`src/design/cfr_pkg.sv`:
```
// Shared types, constants and codes for the CAN frame reassembler.
`timescale 1ns / 1ps

package cfr_pkg;

  localparam int BUFFER_BYTES = 64;
  localparam int LANES        = 8;
  localparam int LANE_W       = 3;
  localparam int ROWS         = BUFFER_BYTES / LANES;
  localparam int ROW_W        = $clog2(ROWS);
  localparam int LEN_W        = 7;
  localparam int SEGNUM_W     = 7;
  localparam int STATION_W    = 8;
  localparam int DLC_W        = 4;

  localparam logic [DLC_W-1:0] MAX_DLC = 4'd8;

  // Segment position codes carried in ext_id[20:19]
  localparam logic [1:0] SEG_NONE   = 2'd0;
  localparam logic [1:0] SEG_FIRST  = 2'd1;
  localparam logic [1:0] SEG_MIDDLE = 2'd2;
  localparam logic [1:0] SEG_FINAL  = 2'd3;

  typedef struct packed {
    logic [28:0] ext_id;
    logic [3:0]  dlc;
    logic [63:0] frame_data;
  } cfr_in_t;

  typedef struct packed {
    logic [3:0]       func_code;
    logic [7:0]       source_station;
    logic [LEN_W-1:0] message_length;
    logic [2:0]       chunk_index;
    logic [63:0]      chunk_bytes;
    logic             last_chunk;
  } cfr_out_t;

  // Controller -> datapath
  typedef struct packed {
    logic latch;       // capture input transaction
    logic store;       // write frame bytes into buffer
    logic append;      // store at assembled offset instead of offset 0
    logic seg_open;    // first frame: open reassembly
    logic seg_advance; // middle frame accepted
    logic seg_close;   // final frame accepted
    logic emit;        // load message length, reset chunk counter
    logic read;        // read one buffer row
    logic next_chunk;  // advance to next chunk
  } cfr_cmd_t;

  // Datapath -> controller
  typedef struct packed {
    logic       dst_match;
    logic [1:0] segpos;
    logic       fits;
    logic       last_chunk;
  } cfr_status_t;

endpackage

```
`src/design/cfr_ctrl.sv`:
```
// Controller state machine for the CAN frame reassembler.
`timescale 1ns / 1ps

module cfr_ctrl (
  input  logic                clk,
  input  logic                rst_n,
  input  logic                in_valid,
  output logic                in_ready,
  output logic                out_valid,
  input  logic                out_ready,
  input  cfr_pkg::cfr_status_t status,
  output cfr_pkg::cfr_cmd_t    cmd
);
  import cfr_pkg::*;

  localparam logic [1:0] S_IDLE = 2'd0;
  localparam logic [1:0] S_PROC = 2'd1;
  localparam logic [1:0] S_READ = 2'd2;
  localparam logic [1:0] S_OUT  = 2'd3;

  logic [1:0] state_r, state_nxt;

  assign in_ready  = (state_r == S_IDLE);
  assign out_valid = (state_r == S_OUT);

  always_comb begin
    state_nxt = state_r;
    cmd       = '0;
    unique case (state_r)
      S_IDLE: begin
        if (in_valid) begin
          cmd.latch = 1'b1;
          state_nxt = S_PROC;
        end
      end
      S_PROC: begin
        state_nxt = S_IDLE;
        if (status.dst_match) begin
          unique case (status.segpos)
            SEG_NONE: begin
              cmd.store = 1'b1;
              cmd.emit  = 1'b1;
              state_nxt = S_READ;
            end
            SEG_FIRST: begin
              cmd.store    = 1'b1;
              cmd.seg_open = 1'b1;
            end
            SEG_MIDDLE: begin
              if (status.fits) begin
                cmd.store       = 1'b1;
                cmd.append      = 1'b1;
                cmd.seg_advance = 1'b1;
              end
            end
            SEG_FINAL: begin
              if (status.fits) begin
                cmd.store     = 1'b1;
                cmd.append    = 1'b1;
                cmd.seg_close = 1'b1;
                cmd.emit      = 1'b1;
                state_nxt     = S_READ;
              end
            end
            default: state_nxt = S_IDLE;
          endcase
        end
      end
      S_READ: begin
        cmd.read  = 1'b1;
        state_nxt = S_OUT;
      end
      S_OUT: begin
        if (out_ready) begin
          if (status.last_chunk) begin
            state_nxt = S_IDLE;
          end else begin
            cmd.next_chunk = 1'b1;
            state_nxt      = S_READ;
          end
        end
      end
      default: state_nxt = S_IDLE;
    endcase
  end

  always_ff @(posedge clk) begin
    if (!rst_n) begin
      state_r <= S_IDLE;
    end else begin
      state_r <= state_nxt;
    end
  end

endmodule

```
`src/design/cfr_datapath.sv`:
```
// Datapath: frame decode, segment tracking, banked message buffer, chunk output.
`timescale 1ns / 1ps

module cfr_datapath (
  input  logic                 clk,
  input  logic                 rst_n,
  input  cfr_pkg::cfr_in_t     in_data,
  input  logic                 cfg_valid,
  input  logic [7:0]           cfg_data,
  input  cfr_pkg::cfr_cmd_t    cmd,
  output cfr_pkg::cfr_status_t status,
  output cfr_pkg::cfr_out_t    out_data
);
  import cfr_pkg::*;

  // Captured frame
  logic [28:0]      id_r;
  logic [DLC_W-1:0] len_r;
  logic [63:0]      data_r;

  // Segment state
  logic                 seg_open_r;
  logic [SEGNUM_W-1:0]  last_segnum_r;
  logic [LEN_W-1:0]     assembled_r;
  logic [STATION_W-1:0] local_station_r;

  // Emission state
  logic [LEN_W-1:0] msg_len_r;
  logic [ROW_W-1:0] chunk_r;
  logic [7:0]       rd_data_r [LANES];

  // Buffer: one bank per byte lane, row = address / LANES
  logic [7:0] msg_mem [LANES][ROWS];

  logic [SEGNUM_W-1:0] segnum;
  logic [LEN_W:0]      append_end;
  logic [LEN_W:0]      msg_total;
  logic [LEN_W-1:0]    base;
  logic                wr_en   [LANES];
  logic [ROW_W-1:0]    wr_row  [LANES];
  logic [7:0]          wr_byte [LANES];

  assign segnum     = id_r[18:12];
  assign append_end = {1'b0, assembled_r} + {{(LEN_W + 1 - DLC_W){1'b0}}, len_r};
  assign msg_total  = cmd.append ? append_end
                                 : {{(LEN_W + 1 - DLC_W){1'b0}}, len_r};
  assign base       = cmd.append ? assembled_r : '0;

  assign status.dst_match  = (id_r[28:21] == local_station_r);
  assign status.segpos     = id_r[20:19];
  assign status.fits       = seg_open_r
                          && ({1'b0, segnum} == ({1'b0, last_segnum_r} + 8'd1))
                          && (append_end <= (LEN_W + 1)'(BUFFER_BYTES));
  assign status.last_chunk = msg_len_r <= {({1'b0, chunk_r} + 4'd1), 3'b000};

  // Byte i of the frame lands in lane (base + i) mod LANES
  always_comb begin
    logic [LANE_W-1:0] idx;
    logic [LEN_W:0]    addr;
    for (int b = 0; b < LANES; b++) begin
      idx        = LANE_W'(b) - base[LANE_W-1:0];
      addr       = {1'b0, base} + {{(LEN_W + 1 - LANE_W){1'b0}}, idx};
      wr_row[b]  = addr[LANE_W +: ROW_W];
      wr_byte[b] = data_r[{idx, 3'b000} +: 8];
      wr_en[b]   = cmd.store
                && ({1'b0, idx} < len_r)
                && (addr < (LEN_W + 1)'(BUFFER_BYTES));
    end
  end

  always_ff @(posedge clk) begin
    for (int b = 0; b < LANES; b++) begin
      if (wr_en[b]) begin
        msg_mem[b][wr_row[b]] <= wr_byte[b];
      end
      if (cmd.read) begin
        rd_data_r[b] <= msg_mem[b][chunk_r];
      end
    end
  end

  // Frame capture; length codes above eight count as eight
  always_ff @(posedge clk) begin
    if (cmd.latch) begin
      id_r   <= in_data.ext_id;
      data_r <= in_data.frame_data;
      len_r  <= (in_data.dlc > MAX_DLC) ? MAX_DLC : in_data.dlc;
    end
  end

  always_ff @(posedge clk) begin
    if (!rst_n) begin
      seg_open_r      <= 1'b0;
      last_segnum_r   <= '0;
      assembled_r     <= '0;
      local_station_r <= 8'd1;
    end else begin
      if (cfg_valid) begin
        local_station_r <= cfg_data;
      end
      priority if (cmd.seg_open) begin
        seg_open_r    <= 1'b1;
        last_segnum_r <= segnum;
        assembled_r   <= {{(LEN_W - DLC_W){1'b0}}, len_r};
      end else if (cmd.seg_advance) begin
        last_segnum_r <= segnum;
        assembled_r   <= append_end[LEN_W-1:0];
      end else if (cmd.seg_close) begin
        seg_open_r    <= 1'b0;
        last_segnum_r <= '0;
        assembled_r   <= '0;
      end else begin
        seg_open_r <= seg_open_r;
      end
    end
  end

  always_ff @(posedge clk) begin
    if (!rst_n) begin
      chunk_r <= '0;
    end else if (cmd.emit) begin
      chunk_r <= '0;
    end else if (cmd.next_chunk) begin
      chunk_r <= chunk_r + 1'b1;
    end
  end

  always_ff @(posedge clk) begin
    if (cmd.emit) begin
      msg_len_r <= msg_total[LEN_W-1:0];
    end
  end

  // Result payload; lanes past the message end read zero
  always_comb begin
    out_data.func_code      = id_r[11:8];
    out_data.source_station = id_r[7:0];
    out_data.message_length = msg_len_r;
    out_data.chunk_index    = chunk_r;
    out_data.last_chunk     = status.last_chunk;
    for (int b = 0; b < LANES; b++) begin
      out_data.chunk_bytes[b*8 +: 8] =
        ({1'b0, chunk_r, LANE_W'(b)} < msg_len_r) ? rd_data_r[b] : 8'h00;
    end
  end

endmodule

```
`src/design/can_frame_reassembler.sv`:
```
// Top level of the CAN frame reassembler: controller plus datapath.
//
// Usage:
//   in_*  : one received extended CAN frame per transaction (ext_id, dlc,
//           frame_data). Frames whose destination field differs from the
//           local station are dropped without output.
//   out_* : one transaction per 8-byte chunk of a delivered message, the
//           final chunk flagged by last_chunk. Bytes past message_length
//           read zero.
//   cfg_* : writes local_station; always ready, write only while idle.
// Sequencing:
//   Frames run one at a time. A frame that delivers nothing frees
//   in_ready once it has been processed. A delivering frame presents
//   its first chunk after processing and one banked buffer read; each
//   further chunk takes one banked buffer read and one output state.
// Reset (rst_n low, synchronous): no reassembly open, segment counters
//   zero, local_station = 1. Buffer contents are not cleared.
// Stall: a chunk holds on out_* until out_ready; in_ready stays low
//   until the last chunk of the message has been taken.
`timescale 1ns / 1ps

module can_frame_reassembler (
  input  logic              clk,
  input  logic              rst_n,
  input  logic              in_valid,
  output logic              in_ready,
  input  cfr_pkg::cfr_in_t  in_data,
  output logic              out_valid,
  input  logic              out_ready,
  output cfr_pkg::cfr_out_t out_data,
  input  logic              cfg_valid,
  output logic              cfg_ready,
  input  logic [7:0]        cfg_data
);
  import cfr_pkg::*;

  cfr_cmd_t    cmd;
  cfr_status_t status;

  // Register port never stalls
  assign cfg_ready = 1'b1;

  cfr_ctrl u_ctrl (
    .clk       (clk),
    .rst_n     (rst_n),
    .in_valid  (in_valid),
    .in_ready  (in_ready),
    .out_valid (out_valid),
    .out_ready (out_ready),
    .status    (status),
    .cmd       (cmd)
  );

  cfr_datapath u_datapath (
    .clk       (clk),
    .rst_n     (rst_n),
    .in_data   (in_data),
    .cfg_valid (cfg_valid),
    .cfg_data  (cfg_data),
    .cmd       (cmd),
    .status    (status),
    .out_data  (out_data)
  );

endmodule
```
`config.mk`:
```
export PLATFORM = sky130hd
export DESIGN_NAME = can_frame_reassembler
export DESIGN_NICKNAME = d
export VERILOG_FILES = /design/src/design/cfr_pkg.sv /design/src/design/cfr_ctrl.sv /design/src/design/cfr_datapath.sv /design/src/design/can_frame_reassembler.sv
export SDC_FILE = /design/constraint.sdc
export NUM_CORES = 1
export LEC_CHECK = 0
export ABC_CLOCK_PERIOD_IN_PS = 7350
export BUFFER_PORTS_ARGS = -buffer_cell sky130_fd_sc_hd__buf_2
export CAP_MARGIN = 15
export CORE_MARGIN = 2
export CORE_UTILIZATION = 23
export CTS_CLUSTER_DIAMETER = 30
export CTS_CLUSTER_SIZE = 25
export DETAILED_ROUTE_END_ITERATION = 10
export PLACE_DENSITY_LB_ADDON = 0.12
export SETUP_SLACK_MARGIN = 0.05
export SLEW_MARGIN = 15
export SYNTH_ARGS = -nofsm -noshare
export SYNTH_HDL_FRONTEND = slang
export SYNTH_SLANG_ARGS = --single-unit
export TNS_END_PERCENT = 10
```
`constraint.sdc`:
```
create_clock -name clk -period 7.35 [get_ports clk]
set_input_delay 1.8375 -clock clk [delete_from_list [all_inputs] [get_ports clk]]
set_output_delay 1.8375 -clock clk [all_outputs]
set_load 0.02 [all_outputs]
```
* After elaboration in Yosys (flattened, before gate mapping)
Memory sizes are Yosys's and may differ from the RTL's.
Cells that the tools add are included.
** Word-level totals
- Register bits after elaboration :: 132
- Bits in writable memories :: 576
- Bits of input ports :: 110
- Output and inout bits :: 90
- Logic and storage cells :: 243
- Memories :: 2
** Cells by class
- Add/sub/neg operators :: 20
- Order comparisons :: 44
- Equal/unequal tests :: 11
- Shift operators :: 8
- Muxes and demuxes :: 99
- Bitwise logic cells :: 10
- Reduce and logical (&&, ||, !) cells :: 37
** Memory list
- u_datapath.msg_mem :: words 8, width 64, read ports 8, clocked after Yosys merged registers in 0, write ports 8, RTL line cfr_datapath.sv:33 : logic [7:0] msg_mem [LANES][ROWS];
- u_datapath.rd_data_r :: words 8, width 8, read ports 8, clocked after Yosys merged registers in 0, write ports 8, RTL line cfr_datapath.sv:30 : logic [7:0] rd_data_r [LANES];
** Operator list (count)
- $mux W64 :: 8
- $shiftx A64 B7 Y8 :: 8
- $mux W8 :: 32
- $bmux W8 S3 :: 8
- $demux W8 S3 :: 8
- $add A7 B3 Y8 :: 8
- $lt A8 B7 Y1 const B :: 8
- $lt A6 B7 Y1 :: 8
- $ge A4 B4 Y1 const B :: 9
- $not A3 Y4 :: 9
- $mux W7 :: 5
- $lt A3 B4 Y1 :: 8
- $lt A4 B1 Y1 const B :: 8
- $logic_and A1 B1 Y1 :: 26
- $mux W1 :: 24
- $mux W2 :: 6
- $mux W6 :: 2
- $sub A3 B3 Y3 const A :: 4
- $add A7 B1 Y8 const B :: 1
- $add A7 B4 Y8 :: 1
- $eq A2 B2 Y1 const B :: 4
- $eq A7 B8 Y1 :: 1
- $eq A8 B8 Y1 :: 1
- $le A8 B7 Y1 const B :: 1
- other kinds (19) :: 31

* Longest topological paths before layout
- Word-level depth :: 17
- Mapped depth :: 23
- Depth with buffers taken out :: 18

* Modules after synthesis
Synthesis repeated with hierarchy kept, for this count alone.
** Unflattened totals
- Cell total of the unflattened synthesis :: 1866
- Area, all modules :: 30902.1 um2
** Modules (own cells, without submodules)
- cfr_datapath :: instances 1, cells an instance 1830, area each 30654.4 um2, sequential area each 20940.1 um2
- cfr_ctrl :: instances 1, cells an instance 34, area each 236.5 um2, sequential area each 40.0 um2
- can_frame_reassembler :: instances 1, cells an instance 2, area each 11.3 um2, sequential area each 0.0 um2

* Worst setup path before layout
Ideal clock, no wire load.
- Kind :: reg2reg
- From :: register u_datapath.len_r[0]
- To :: memory u_datapath.msg_mem[1][168] in the netlist's numbering, enable pin
- Setup time :: 398 ps
- Data arrival time :: 5712 ps
- Data required time :: 6952 ps
- Slack :: 1240 ps
- Stages on the path, launching flop included :: 21
- Path buffers :: 4
- Period minus slack after synthesis :: 6110 ps
- Cells stage by stage :: edfxtp_1 -> ha_1 -> fa_1 -> nand3_1 -> nand2_1 -> xnor2_1 -> a41oi_1 -> nor4_2 -> buf_2 -> buf_2 -> buf_1 -> nand2_1 -> ha_1 -> inv_1 -> buf_1 -> ha_1 -> nor2b_1 -> o21a_1 -> a311oi_1 -> nor2_1 -> nor4b_1
** RTL lines
- from (decl) :: RTL line cfr_datapath.sv:18 : logic [DLC_W-1:0] len_r;
- from (signal assigned) :: RTL line cfr_datapath.sv:87 : len_r <= (in_data.dlc > MAX_DLC) ? MAX_DLC : in_data.dlc;
- to (decl) :: RTL line cfr_datapath.sv:33

==> metrics.txt <==
# TYPE chip_impl_metric gauge
chip_impl_info{name="worstSetupPathType",value="reg2reg"} 1
chip_impl_metric{name="timing.final.hold_violations",unit=""} 0
chip_impl_metric{name="area_growth",unit="%"} 30.0
chip_impl_metric{name="worst_clock_skew",unit="ns"} 0.0333
chip_impl_metric{name="multi_input_comb_area",unit="um^2"} 10500
chip_impl_metric{name="ctsLongestPathBuffers",unit=""} 3
chip_impl_metric{name="vias_in_the_first_global_route",unit=""} 20800
chip_impl_metric{name="power_report.internal_total",unit="mW"} 10.1
chip_impl_metric{name="post_synth_inst_count",unit=""} 2070
chip_impl_metric{name="power.density",unit="nW/um^2"} 306
chip_impl_metric{name="synth_edf_count",unit=""} 680
chip_impl_metric{name="start_util",unit=""} 0.231
chip_impl_info{name="run_status",value="complete, no violations"} 1
chip_impl_metric{name="maxClockFrequency",unit="GHz"} 0.166
chip_impl_info{name="capture_endpoint_of_the_worst_hold_path",value="u_datapath.local_station_r[0]$_SDFFE_PN1P_"} 1
chip_impl_metric{name="viasPerCell",unit=""} 4.51
chip_impl_metric{name="grt_use_total",unit=""} 0.150
chip_impl_metric{name="die_area",unit="um^2"} 143000
chip_impl_metric{name="sw_frac_of_total",unit=""} 0.209
chip_impl_metric{name="worst_slew_pin_slew",unit="ns"} 1.13
chip_impl_metric{name="post_cts_setup_buffer_count",unit=""} 0
chip_impl_info{name="critical_path.endpoint_type",value="flip-flop"} 1
chip_impl_metric{name="die_width",unit="um"} 378
chip_impl_metric{name="ios",unit=""} 200
chip_impl_metric{name="post_synth_and_or_nand_nor_area_fraction",unit=""} 0.0819
chip_impl_metric{name="port_buffers",unit=""} 198
chip_impl_info{name="clk_root_buffer_cell",value="sky130_fd_sc_hd__clkbuf_16"} 1
chip_impl_metric{name="number_of_levels_in_the_clock_h_tree",unit=""} 4
chip_impl_metric{name="hold_path_depth",unit=""} 2
chip_impl_metric{name="timing.final.crit_share",unit=""} 0.821
chip_impl_metric{name="stdcell_count",unit=""} 4419
chip_impl_metric{name="synthesis.yosys.warnings",unit=""} 0
chip_impl_metric{name="synthesis.area",unit="um^2"} 32200
chip_impl_metric{name="pwr-share-clk",unit=""} 0.623
chip_impl_metric{name="flop_to_flop_setup_slack",unit="ns"} 1.31
chip_impl_metric{name="layout_net_count",unit=""} 2538
chip_impl_info{name="largest_family_of_logic_cells_by_synthesized_area",value="multiplexers"} 1
chip_impl_metric{name="totalNegativeSetupSlack",unit="ns"} 0
chip_impl_metric{name="final.min_clock_period",unit="ns"} 6.04
chip_impl_metric{name="grt.overflow.total",unit=""} 0
chip_impl_metric{name="place_hpwl",unit="um"} 76300
chip_impl_metric{name="post_synth_xor_area_fraction",unit=""} 0.0125
chip_impl_info{name="crit-reg2reg-capture",value="u_datapath.msg_mem[0][165]$_DFFE_PP_"} 1
chip_impl_metric{name="grt_pass1_wl",unit="um"} 152000
chip_impl_metric{name="rows",unit=""} 137
chip_impl_metric{name="die-height",unit="um"} 378
chip_impl_metric{name="synth-compound-area-share",unit=""} 0.0504
chip_impl_metric{name="ys_ff_latch",unit=""} 708
chip_impl_metric{name="worstPathMaxFanout",unit=""} 51
chip_impl_metric{name="cts-hold-fix-buffers",unit=""} 0
chip_impl_metric{name="fill_cells",unit=""} 13900
chip_impl_metric{name="postSynthNetCount",unit=""} 2216
chip_impl_metric{name="clkTransAtPathRegs",unit="ns"} 0.04
chip_impl_metric{name="final_layout_size_suffix_gt1_frac",unit=""} 0.341
chip_impl_metric{name="power_frac_comb",unit=""} 0.022
chip_impl_metric{name="cts_made_buffers",unit=""} 177
chip_impl_metric{name="vdd.ir_drop.worst",unit="V"} 0.000213
chip_impl_info{name="ys.flop_type",value="sky130_fd_sc_hd__edfxtp_1"} 1
chip_impl_metric{name="maxCapViolCount",unit=""} 0
chip_impl_metric{name="setup_viol",unit=""} 0
chip_impl_info{name="unrepaired_setup_endpoints_after_global_routing",value="no"} 1
chip_impl_metric{name="routed_wl",unit="um"} 107000
chip_impl_metric{name="ys_seq_area_frac",unit=""} 0.652
chip_impl_metric{name="report.final.slew_viol_count",unit=""} 0
chip_impl_metric{name="critical_path_required",unit="ns"} 7.73
chip_impl_metric{name="drt_drc_violations_left",unit=""} 0
chip_impl_metric{name="power.switching",unit="mW"} 2.67
chip_impl_info{name="netlist.top_cell.by_area",value="sky130_fd_sc_hd__edfxtp_1"} 1
chip_impl_metric{name="firstDrtPassIters",unit=""} 7
chip_impl_info{name="layout_commonest_cell",value="sky130_fd_sc_hd__edfxtp_1"} 1
chip_impl_info{name="min_path_type",value="reg2reg"} 1
chip_impl_metric{name="final-seq-area",unit="um^2"} 21000
chip_impl_metric{name="drt.antenna.violating_nets",unit=""} 0
chip_impl_metric{name="globalplace.congestion",unit=""} 0.843
chip_impl_metric{name="insertedDiodeCount",unit=""} 0
chip_impl_metric{name="drtIter0Drc",unit=""} 1667
chip_impl_metric{name="post_cts.resized_instances",unit=""} 0
chip_impl_metric{name="power.sequential.fraction",unit=""} 0.354
chip_impl_metric{name="design.core.area",unit="um^2"} 139000
chip_impl_metric{name="synth_async_sr_flop_share",unit=""} 0
chip_impl_info{name="layout.cells.most_common_list",value="sky130_fd_sc_hd__edfxtp_1 (680), sky130_fd_sc_hd__buf_2 (198), sky130_fd_sc_hd__clkbuf_16 (177)"} 1
chip_impl_info{name="post_synth_main_area_contributors",value="sky130_fd_sc_hd__edfxtp_1 (63%), sky130_fd_sc_hd__mux4_2 (11%), sky130_fd_sc_hd__mux2_2 (4.0%), sky130_fd_sc_hd__dfxtp_1 (1.7%), sky130_fd_sc_hd__nor2_1 (1.7%)"} 1
chip_impl_metric{name="post_synth_num_cell_types",unit=""} 70
chip_impl_metric{name="grt_start_max_net_pins",unit=""} 60
chip_impl_metric{name="post-synth-top-area-fraction",unit=""} 0.634
chip_impl_info{name="cts_tree",value="built"} 1
chip_impl_metric{name="reg2reg_depth",unit=""} 16
chip_impl_info{name="timing.hold.worst.start",value="u_datapath.local_station_r[0]$_SDFFE_PN1P_"} 1
chip_impl_metric{name="per_instance_average_area_after_synthesis",unit="um^2"} 15.6
chip_impl_metric{name="arrival",unit="ns"} 6.41
chip_impl_metric{name="timing.max_slew.rel_slack",unit=""} 0.240
chip_impl_metric{name="avgRoutedWirePerCell",unit="um"} 24.2
chip_impl_metric{name="worst_skew_pair.late_latency",unit="ns"} 0.78
chip_impl_metric{name="placement.cell_area",unit="um^2"} 35600
chip_impl_metric{name="yosys.area_share.adder",unit=""} 0.0142
chip_impl_metric{name="post-place-cells",unit=""} 4089
chip_impl_metric{name="synth.area.mux_share",unit=""} 0.165
chip_impl_metric{name="cts_sinks",unit=""} 708
chip_impl_info{name="crit-reg2reg-launch",value="u_datapath.assembled_r[1]$_SDFFE_PN0P_"} 1
chip_impl_metric{name="finish.instance_area",unit="um^2"} 41800
chip_impl_metric{name="power.static_leakage",unit="nW"} 14.1
chip_impl_metric{name="antenna_found_initial",unit=""} 11
chip_impl_info{name="start_kind",value="flip-flop"} 1
chip_impl_metric{name="num_vias",unit=""} 20000
-- sequential cells by signal, summed over array words and instances (netlist names) --
| signal | flops |
|---|---|
| u_datapath.last_segnum_r | 7 |
| u_datapath.len_r | 4 |
| u_datapath.msg_len_r | 7 |
| u_datapath.data_r | 64 |
| u_datapath.msg_mem | 512 |
| u_datapath.local_station_r | 8 |
| u_datapath.assembled_r | 7 |
| u_ctrl.state_r | 2 |
| u_datapath.chunk_r | 3 |
| u_datapath.rd_data_r | 64 |
| u_datapath.seg_open_r | 1 |
| u_datapath.id_r | 29 |
-- worst max path at each step --
stage,from,endpoint,slack (ns),cells after the start
5_1_grt,u_datapath.assembled_r[1]$_SDFFE_PN0P_,u_datapath.msg_mem[1][124]$_DFFE_PP_,0.86,16
2_1_floorplan,u_datapath.len_r[0]$_SDFFCE_PN0P_,u_datapath.msg_mem[1][168]$_DFFE_PP_,1.24,20
4_1_cts,u_datapath.chunk_r[0]$_SDFFE_PP0P_,out_data[22],1.15,7
6_report,u_datapath.assembled_r[1]$_SDFFE_PN0P_,u_datapath.msg_mem[0][165]$_DFFE_PP_,1.31,16
3_5_place_dp,u_datapath.assembled_r[1]$_SDFFE_PN0P_,u_datapath.msg_mem[1][125]$_DFFE_PP_,1.30,16
3_3_place_gp,u_datapath.assembled_r[1]$_SDFFE_PN0P_,u_datapath.msg_mem[1][201]$_DFFE_PP_,1.36,15
-- final cells by class --
| type | count | share of cell area |
|---|---|---|
| Multi-Input combinational cell | 1183 | 0.252 |
| Clock inverter | 127 | 0.0403 |
| Inverter | 47 | 0.00422 |
| Clock buffer | 203 | 0.108 |
| Sequential cell | 708 | 0.502 |
| Timing Repair Buffer | 275 | 0.0375 |
| Tap cell | 1876 | 0.0561 |
-- logic make-up after synthesis --
group / count (synthesis)
AO/OA/AOI/OAI: 246
AND/OR/NAND/NOR: 541
flip-flops: 708
multiplexers: 314
other: 1
XOR/XNOR: 45
adder cells (fa/ha/maj): 36
buffers and inverters: 179
-- power groups by stage --
stage                     registers [mW]  clock network [mW]  logic [mW]
after floorplan                     4.57                   0       0.145
after global placement              4.60                   0       0.285
after detailed placement            4.60                   0       0.286
after CTS                           4.53                8.14       0.287
after global routing                4.53                8.35       0.306
final                               4.53                7.97       0.283
-- per-layer routing --
layer	vias to the layer above	GRT usage	wire length, um
li1	8851	-	-
met1	10200	0.192	46300
met2	704	0.250	52800
met3	147	0.0348	5920
met4	0	0.0452	2040
met5	-	0	0
-- metrics by stage --
step	power (mW)	utilization	setup slack, ns	hold WS, ns
2_1_floorplan	4.72	-	1.24	0.443
3_3_place_gp	4.88	0.256	1.36	0.494
3_5_place_dp	4.88	0.256	1.30	0.492
4_1_cts	13.0	0.301	1.15	0.503
5_1_grt	13.2	0.301	0.859	0.529
6_report	12.8	0.301	1.31	0.495
-- critical path, stage by stage, from the launching register on --
cell,delay [ns]
sky130_fd_sc_hd__dfxtp_4,0.76
sky130_fd_sc_hd__ha_1,0.36
sky130_fd_sc_hd__a21o_1,0.16
sky130_fd_sc_hd__o2bb2ai_1,0.13
sky130_fd_sc_hd__xnor2_1,0.29
sky130_fd_sc_hd__a41oi_1,0.44
sky130_fd_sc_hd__nor4_4,0.52
sky130_fd_sc_hd__nand2_1,0.20
sky130_fd_sc_hd__inv_1,0.14
sky130_fd_sc_hd__ha_1,0.32
sky130_fd_sc_hd__clkinv_1,0.30
sky130_fd_sc_hd__ha_1,0.39
sky130_fd_sc_hd__a21oi_1,0.20
sky130_fd_sc_hd__a21oi_1,0.14
sky130_fd_sc_hd__nor3b_1,0.44
sky130_fd_sc_hd__nand2b_1,0.20
sky130_fd_sc_hd__nor2_1,0.64
-- cell usage after synthesis (3+ instances only) --
| cell type | instances |
|---|---|
| sky130_fd_sc_hd__edfxtp_1 | 680 |
| sky130_fd_sc_hd__mux4_2 | 163 |
| sky130_fd_sc_hd__nor2_1 | 147 |
| sky130_fd_sc_hd__nand2_1 | 129 |
| sky130_fd_sc_hd__mux2_2 | 113 |
| sky130_fd_sc_hd__clkbuf_1 | 73 |
| sky130_fd_sc_hd__and2_1 | 64 |
| sky130_fd_sc_hd__a21oi_1 | 62 |
| sky130_fd_sc_hd__nor3_1 | 46 |
| sky130_fd_sc_hd__inv_1 | 43 |
| sky130_fd_sc_hd__nand3_1 | 39 |
| sky130_fd_sc_hd__mux2i_1 | 38 |
| sky130_fd_sc_hd__ha_1 | 35 |
| sky130_fd_sc_hd__a31oi_1 | 34 |
| sky130_fd_sc_hd__xnor2_1 | 30 |
| sky130_fd_sc_hd__buf_1 | 28 |
| sky130_fd_sc_hd__dfxtp_1 | 28 |
| sky130_fd_sc_hd__nor2b_1 | 27 |
| sky130_fd_sc_hd__o21ai_0 | 26 |
| sky130_fd_sc_hd__o22ai_1 | 26 |
| sky130_fd_sc_hd__nand2b_1 | 19 |
| sky130_fd_sc_hd__o221ai_1 | 17 |
| sky130_fd_sc_hd__or3_1 | 16 |
| sky130_fd_sc_hd__and3_1 | 15 |
| sky130_fd_sc_hd__buf_4 | 15 |
| sky130_fd_sc_hd__xor2_1 | 14 |
| sky130_fd_sc_hd__a21o_1 | 13 |
| sky130_fd_sc_hd__buf_2 | 13 |
| sky130_fd_sc_hd__nor4_1 | 10 |
| sky130_fd_sc_hd__a22oi_1 | 9 |
| sky130_fd_sc_hd__nand4_1 | 9 |
| sky130_fd_sc_hd__a211oi_1 | 7 |
| sky130_fd_sc_hd__a221oi_1 | 6 |
| sky130_fd_sc_hd__a22o_1 | 6 |
| sky130_fd_sc_hd__o21a_1 | 5 |
| sky130_fd_sc_hd__a311oi_1 | 4 |
| sky130_fd_sc_hd__o211ai_1 | 4 |
| sky130_fd_sc_hd__o31ai_1 | 4 |
| sky130_fd_sc_hd__a211o_1 | 3 |
| sky130_fd_sc_hd__a21boi_0 | 3 |
| sky130_fd_sc_hd__buf_6 | 3 |
| sky130_fd_sc_hd__nor3b_1 | 3 |
| sky130_fd_sc_hd__nor4b_1 | 3 |
| sky130_fd_sc_hd__or4_1 | 3 |
(Power assumes the default switching activity.)
